==> config.mk <==
export PLATFORM = sky130hd
export DESIGN_NAME = modular_exponentiation_unit
export DESIGN_NICKNAME = d
export VERILOG_FILES = /design/src/design/mexp_pkg.sv /design/src/design/mexp_modstep.sv /design/src/design/modular_exponentiation_unit.sv
export VERILOG_INCLUDE_DIRS = /design/src /design/src/design
export SDC_FILE = /design/constraint.sdc
export NUM_CORES = 1
export LEC_CHECK = 0
export BUFFER_PORTS_ARGS = -buffer_cell sky130_fd_sc_hd__buf_2
export CAP_MARGIN = 20
export CORE_AREA = 2 2 164 166
export DETAILED_ROUTE_END_ITERATION = 8
export DIE_AREA = 0 0 166 168
export GPL_TIMING_DRIVEN = 0
export PLACE_DENSITY = 0.81
export SYNTH_ARGS = -nofsm -noshare
export SYNTH_HDL_FRONTEND = slang
export SYNTH_SLANG_ARGS = --single-unit
export TNS_END_PERCENT = 10
==> constraint.sdc <==
create_clock -name clk -period 10.78 [get_ports clk]
set_input_delay 2.156 -clock clk [delete_from_list [all_inputs] [get_ports clk]]
set_output_delay 2.156 -clock clk [all_outputs]
set_load 0.1 [all_outputs]
==> src/design/assert_macros.svh <==
// Assertion macros shared by the modular exponentiation RTL.
`ifndef ASSERT_MACROS_SVH
`define ASSERT_MACROS_SVH

`ifndef SYNTHESIS

// prop must hold at every clock edge outside reset
`define ASSERT_PROP(lbl, clk, rstn, prop, msg) \
  lbl: assert property (@(posedge clk) disable iff (!rstn) (prop)) else $error(msg);

// prop must never hold outside reset
`define ASSERT_NEVER(lbl, clk, rstn, prop, msg) \
  lbl: assert property (@(posedge clk) disable iff (!rstn) !(prop)) else $error(msg);

`else

`define ASSERT_PROP(lbl, clk, rstn, prop, msg)
`define ASSERT_NEVER(lbl, clk, rstn, prop, msg)

`endif

`endif

==> src/design/mexp_pkg.sv <==
// Package for the modular exponentiation unit: types, constants, states.
package mexp_pkg;

  localparam int WIDTH_DEF = 32;
  localparam int FIELD_W   = 32;

  typedef struct packed {
    logic [FIELD_W-1:0] base;
    logic [FIELD_W-1:0] exponent;
    logic [FIELD_W-1:0] modulus;
  } in_t;

  typedef struct packed {
    logic [FIELD_W-1:0] power_mod;
    logic               zero_modulus;
  } out_t;

  typedef enum logic [2:0] {
    ST_IDLE,
    ST_REDUCE,
    ST_MUL,
    ST_SQR,
    ST_FIN
  } state_t;

  // controls of the shared shift/add/reduce step
  typedef struct packed {
    logic cin;
    logic add_en;
  } step_ctl_t;

endpackage

==> src/design/mexp_modstep.sv <==
// Shared modular step: r' = ((2r + cin) mod m + (add_en ? a : 0)) mod m.
module mexp_modstep #(
  parameter int WIDTH = mexp_pkg::WIDTH_DEF
) (
  input  logic [WIDTH-1:0]  r,
  input  logic [WIDTH-1:0]  a,
  input  logic [WIDTH-1:0]  m,
  input  mexp_pkg::step_ctl_t ctl,
  output logic [WIDTH-1:0]  res
);
  import mexp_pkg::*;

  logic [WIDTH:0]   dbl;
  logic [WIDTH:0]   m_ext;
  logic [WIDTH-1:0] t;
  logic [WIDTH:0]   s;

  assign m_ext = {1'b0, m};
  assign dbl   = {r, ctl.cin};

  always_comb begin
    if (dbl >= m_ext) begin
      t = WIDTH'(dbl - m_ext);
    end else begin
      t = WIDTH'(dbl);
    end
    s = {1'b0, t} + (ctl.add_en ? {1'b0, a} : '0);
    if (s >= m_ext) begin
      res = WIDTH'(s - m_ext);
    end else begin
      res = WIDTH'(s);
    end
  end

endmodule

==> src/design/modular_exponentiation_unit.sv <==
// Top level: right-to-left binary modular exponentiation on one shared modular step.
//
//  channel | ports                         | payload
//  --------+-------------------------------+----------------------------------
//  input   | in_valid, in_ready, in_data   | base, exponent, modulus
//  result  | out_valid, out_ready, out_data| power_mod, zero_modulus
//
// Base reduction runs first on the single shift/add/reduce step, then every modular multiply
// or square runs on the same step, one multiplier bit per cycle.
// A zero modulus or zero exponent skips the step and goes straight from idle to FIN.
// in_ready is high only when idle; a result waits in FIN while the previous one is unaccepted.
// Reset (rst_n, synchronous) returns to idle and drops out_valid.
`include "assert_macros.svh"

module modular_exponentiation_unit #(
  parameter int WIDTH = mexp_pkg::WIDTH_DEF
) (
  input  logic           clk,
  input  logic           rst_n,
  input  logic           in_valid,
  output logic           in_ready,
  input  mexp_pkg::in_t  in_data,
  output logic           out_valid,
  input  logic           out_ready,
  output mexp_pkg::out_t out_data
);
  import mexp_pkg::*;

  localparam int CntW = $clog2(WIDTH);
  localparam logic [CntW-1:0] CntLast = CntW'(WIDTH - 1);

  state_t           state_r, state_nxt;
  logic [WIDTH-1:0] b_r, b_nxt;
  logic [WIDTH-1:0] acc_r, acc_nxt;
  logic [WIDTH-1:0] e_r, e_nxt;
  logic [WIDTH-1:0] m_r, m_nxt;
  logic [WIDTH-1:0] sreg_r, sreg_nxt;
  logic [WIDTH-1:0] r_r, r_nxt;
  logic [CntW-1:0]  cnt_r, cnt_nxt;
  logic             zm_r, zm_nxt;
  out_t             out_r, out_nxt;
  logic             out_valid_r, out_valid_nxt;

  step_ctl_t        ctl;
  logic [WIDTH-1:0] step_a;
  logic [WIDTH-1:0] step_res;
  logic             last;
  logic [WIDTH-1:0] in_b, in_e, in_m;
  logic [WIDTH-1:0] e_shr;

  assign in_b  = WIDTH'(in_data.base);
  assign in_e  = WIDTH'(in_data.exponent);
  assign in_m  = WIDTH'(in_data.modulus);
  assign e_shr = e_r >> 1;
  assign last  = (cnt_r == CntLast);

  assign ctl.cin    = (state_r == ST_REDUCE) & sreg_r[WIDTH-1];
  assign ctl.add_en = (state_r != ST_REDUCE) & sreg_r[WIDTH-1];
  assign step_a     = (state_r == ST_MUL) ? acc_r : b_r;

  mexp_modstep #(.WIDTH(WIDTH)) u_step (
    .r   (r_r),
    .a   (step_a),
    .m   (m_r),
    .ctl (ctl),
    .res (step_res)
  );

  assign in_ready  = (state_r == ST_IDLE);
  assign out_valid = out_valid_r;
  assign out_data  = out_r;

  always_ff @(posedge clk) begin
    if (!rst_n) begin
      state_r     <= ST_IDLE;
      out_valid_r <= 1'b0;
      cnt_r       <= '0;
    end else begin
      state_r     <= state_nxt;
      out_valid_r <= out_valid_nxt;
      cnt_r       <= cnt_nxt;
    end
  end

  always_ff @(posedge clk) begin
    b_r    <= b_nxt;
    acc_r  <= acc_nxt;
    e_r    <= e_nxt;
    m_r    <= m_nxt;
    sreg_r <= sreg_nxt;
    r_r    <= r_nxt;
    zm_r   <= zm_nxt;
    out_r  <= out_nxt;
  end

  always_comb begin
    state_nxt     = state_r;
    b_nxt         = b_r;
    acc_nxt       = acc_r;
    e_nxt         = e_r;
    m_nxt         = m_r;
    sreg_nxt      = sreg_r;
    r_nxt         = r_r;
    cnt_nxt       = cnt_r;
    zm_nxt        = zm_r;
    out_nxt       = out_r;
    out_valid_nxt = out_valid_r & ~out_ready;

    unique case (state_r)
      ST_IDLE: begin
        if (in_valid) begin
          m_nxt    = in_m;
          e_nxt    = in_e;
          zm_nxt   = (in_m == '0);
          acc_nxt  = WIDTH'(1);
          sreg_nxt = in_b;
          r_nxt    = '0;
          cnt_nxt  = '0;
          if (in_m == '0) begin
            acc_nxt   = '0;
            state_nxt = ST_FIN;
          end else if (in_e == '0) begin
            state_nxt = ST_FIN;
          end else begin
            state_nxt = ST_REDUCE;
          end
        end
      end
      ST_REDUCE, ST_MUL, ST_SQR: begin
        r_nxt    = step_res;
        sreg_nxt = sreg_r << 1;
        cnt_nxt  = cnt_r + CntW'(1);
        if (last) begin
          cnt_nxt = '0;
          r_nxt   = '0;
          if (state_r == ST_REDUCE) begin
            b_nxt     = step_res;
            sreg_nxt  = step_res;
            state_nxt = e_r[0] ? ST_MUL : ST_SQR;
          end else if (state_r == ST_MUL) begin
            acc_nxt   = step_res;
            sreg_nxt  = b_r;
            state_nxt = (e_shr == '0) ? ST_FIN : ST_SQR;
          end else begin
            b_nxt     = step_res;
            e_nxt     = e_shr;
            sreg_nxt  = step_res;
            state_nxt = e_shr[0] ? ST_MUL : ST_SQR;
          end
        end
      end
      ST_FIN: begin
        if (!out_valid_r || out_ready) begin
          out_nxt.power_mod    = FIELD_W'(acc_r);
          out_nxt.zero_modulus = zm_r;
          out_valid_nxt        = 1'b1;
          state_nxt            = ST_IDLE;
        end
      end
      default: begin
        state_nxt = ST_IDLE;
      end
    endcase
  end

  `ASSERT_PROP(a_partial_reduced, clk, rst_n,
    (state_r == ST_REDUCE || state_r == ST_MUL || state_r == ST_SQR) |-> (r_r < m_r),
    "partial result not below modulus")
  `ASSERT_PROP(a_base_reduced, clk, rst_n,
    (state_r == ST_MUL || state_r == ST_SQR) |-> (b_r < m_r),
    "working base not below modulus")
  `ASSERT_NEVER(a_exp_live, clk, rst_n,
    (state_r == ST_MUL || state_r == ST_SQR) && (e_r == '0),
    "multiply or square with exhausted exponent")
  `ASSERT_PROP(a_zero_mod_result, clk, rst_n,
    (state_r == ST_FIN && zm_r) |-> (acc_r == '0),
    "zero modulus must give zero result")

endmodule

==> flow_metrics.py <==
metrics = {
    "synthesis": {
        "synth_edf_count": 226,
        "yosysSeqAreaShare": 0.442,
        "synth_nets": 1872,
        "synth.cells.most_frequent": "nand2_1, edfxtp_1, nor2_1",
        "synthCells": 1671,
        "netlist.top_cell.by_area": "edfxtp_1",
        "async_flop_share": 0,
        "synthTopCellsByArea": "edfxtp_1, ha_1, nand2_1",
        "synth_top_area_frac": 0.431,
        "yosysMostFrequentCell": "nand2_1",
        "avgSynthCellArea_um2": 9.43,
        "ys_types": 80,
        "synth_area_mm2": 0.0158,
        "synth_flop_cell": "edfxtp_1",
        "yosysWarnings": 0,
        "ys_ff_latch": 235,
    },
    "grt": {
        "antenna_found_initial": 0,
        "grt_pass1_vias": 13400,
        "grt_max_degree": 37,
        "track_usage": 0.337,
        "grt_overflow": 0,
        "grt_pass1_wl_um": 73800,
    },
    "cts": {
        "clock_sinks": 235,
        "cts_buffers": 26,
        "clock-root-buffer": "clkbuf_16",
        "post_cts_hold_buffer_count": 0,
        "h-tree-depth": 1,
        "insertion_delay_ns": 0.56,
        "cts.path.max_buffers": 3,
        "cts_tree": "done",
        "clk_pin_slew_worst_paths_ns": 0.06,
    },
    "timing": {
        "rsz0062_at_grt": "true",
        "post-route-min-period_ns": 10.52,
        "finalCritPeriodShare": 0.976,
        "worst_pin_slew_ns": 1.01,
        "hold_viol": 0,
        "setup_viol": 0,
        "fin_hold_ws_ns": 0.431,
        "finClkSkew_ns": 0.0121,
        "slew_viol_final": 0,
        "slew_headroom": 0.326,
        "fmax_ghz": 0.0950,
    },
    "die": {
        "start_util": 0.598,
        "fp.dieW_um": 166,
        "dieArea_mm2": 0.0279,
        "io_pins": 135,
        "die_h_um": 168,
        "core_area_mm2": 0.0264,
        "num_rows": 60,
    },
    "drt": {
        "routed.top_layer": "met4",
        "wl_met3_um": 5130,
        "first_pass_iters": 5,
        "drc_errors": 0,
        "drtIter0Drc": 1675,
        "met1Wirelength_um": 19600,
        "routed-wl-met2_um": 21500,
        "ant_nets": 0,
        "vias": 14100,
        "wirelength_um": 48200,
        "avgViaCountPerCell": 6.41,
        "wire_per_inst_um": 21.9,
    },
    "placed_design": {
        "routabilityCongestion": 0.948,
        "dpl.hpwl_um": 37400,
        "port_buffers": 134,
    },
    "cells_and_area": {
        "drive_above_1_share": 0.138,
        "fillers": 2080,
        "final_nets": 2038,
        "fin_util": 0.676,
        "syn_to_final_growth_pct": 13.0,
    },
    "status": {
        "run_status": "completed",
    },
    "critical_path": {
        "required_ns": 11.09,
        "cp-start-kind": "flip-flop",
        "crit_buf_inv": 5,
        "critPathMaxFanout": 10,
        "worst_setup_path_end_kind": "flip-flop",
        "cpPeakStageDelay_ns": 0.65,
        "slowest_stage": "mux2i_1",
        "path_class": "reg -> reg",
        "critPathTopFamily": "compound AO/OA/AOI/OAI gates",
        "crit_top_cell": "ha_1",
        "crit_arrival_ns": 10.83,
    },
    "run": {
        "cap_viol_max_count": 0,
    },
    "min_path": {
        "worstHoldPathType": "reg -> reg",
    },
}
[worst reg2reg max path, delay by kind of cell (launching register included)]
family,cells,cell delay (ns)
AOI/OAI and AO/OA,14,3.30
xor gates and xnor gates,1,0.34
adders and majority gates,3,0.80
buffers and inverters,5,1.29
DFF,1,0.29
muxes,2,1.04
and+or+nand+nor,11,3.18
[placed cells by master, fill, tap and decap left out, drive strengths merged, types with 30 or more instances in the layout]
cell type / netlist / final
buf: 15 / 152
nor3: 31 / 31
clkbuf: 50 / 82
ha: 98 / 98
nor2: 154 / 154
a21o: 45 / 45
edfxtp: 226 / 226
xnor2: 47 / 47
o21ai: 83 / 83
nand2: 244 / 244
a21oi: 160 / 160
nand3: 35 / 35
and3: 30 / 30
inv: 75 / 75
[kinds of logic after synthesis]
family	share of synthesized area
adders and majority gates	0.0816
muxes	0.0385
xor gates and xnor gates	0.0417
buffers and inverters	0.0355
DFF	0.442
and+or+nand+nor	0.182
AOI/OAI and AO/OA	0.179
[repair_timing]
action / 4_1_cts / 5_1_grt
pin swaps: 0 / 0
hold endpoints to repair: 0 / 0
gates resized for setup: 1 / 8
endpoints found under the setup margin: 4 / 127
buffers inserted: 0 / 0
[stage by stage]
stage / setup slack (ns) / TNS [ns] / instances / instance area [µm²]
after global placement: 0.144 / 0 / 2146 / 16900
final: 0.259 / 0 / 2199 / 17800
after CTS: 0.0208 / 0 / 2198 / 17800
after floorplan: 2.87 / 0 / 1671 / 15800
after detailed placement: -0.00457 / -0.00457 / 2150 / 16900
after global routing: -0.0692 / -0.449 / 2198 / 17800
[layer usage]
layer | vias to the layer above | global-route usage
met5 | - | 0
met4 | 0 | 0.127
met3 | 130 | 0.0609
met2 | 846 | 0.539
met1 | 6622 | 0.463
li1 | 6502 | -
[path summary, 6_finish.rpt]
kind	cells past startpoint	start	slack, ns	to
setup / recovery	36	state_r[0]$_SDFFE_PN0P_	0.26	sreg_r[22]$_DFFE_PP_
hold / removal	0	zm_r$_DFFE_PP_	0.43	out_data[0]$_DFFE_PP_
setup reg to reg	36	state_r[0]$_SDFFE_PN0P_	0.26	sreg_r[22]$_DFFE_PP_
hold reg to reg	0	zm_r$_DFFE_PP_	0.43	out_data[0]$_DFFE_PP_
[area by class of cell]
cell class | count | area, µm² | area share
inverters | 75 | 282 | 0.0158
diodes | 1 | 2.50 | 0.000140
well taps | 341 | 427 | 0.0239
clock inverters | 17 | 171 | 0.00962
clock buffers | 31 | 669 | 0.0376
flip-flops and latches | 235 | 6970 | 0.391
repair buffers | 138 | 738 | 0.0414
multi-input cells | 1296 | 8280 | 0.465
plain buffers | 65 | 283 | 0.0159
[sequential cells by signal, summed over array words and instances (netlist names), 3 cells and up]
signal,flops
b_r,32
acc_r,32
state_r,3
m_r,32
sreg_r,32
r_r,32
cnt_r,5
e_r,32
out_data,33
Power is not shown: default switching activity piles up to over one toggle a cycle in this logic, so the estimate is an artifact.
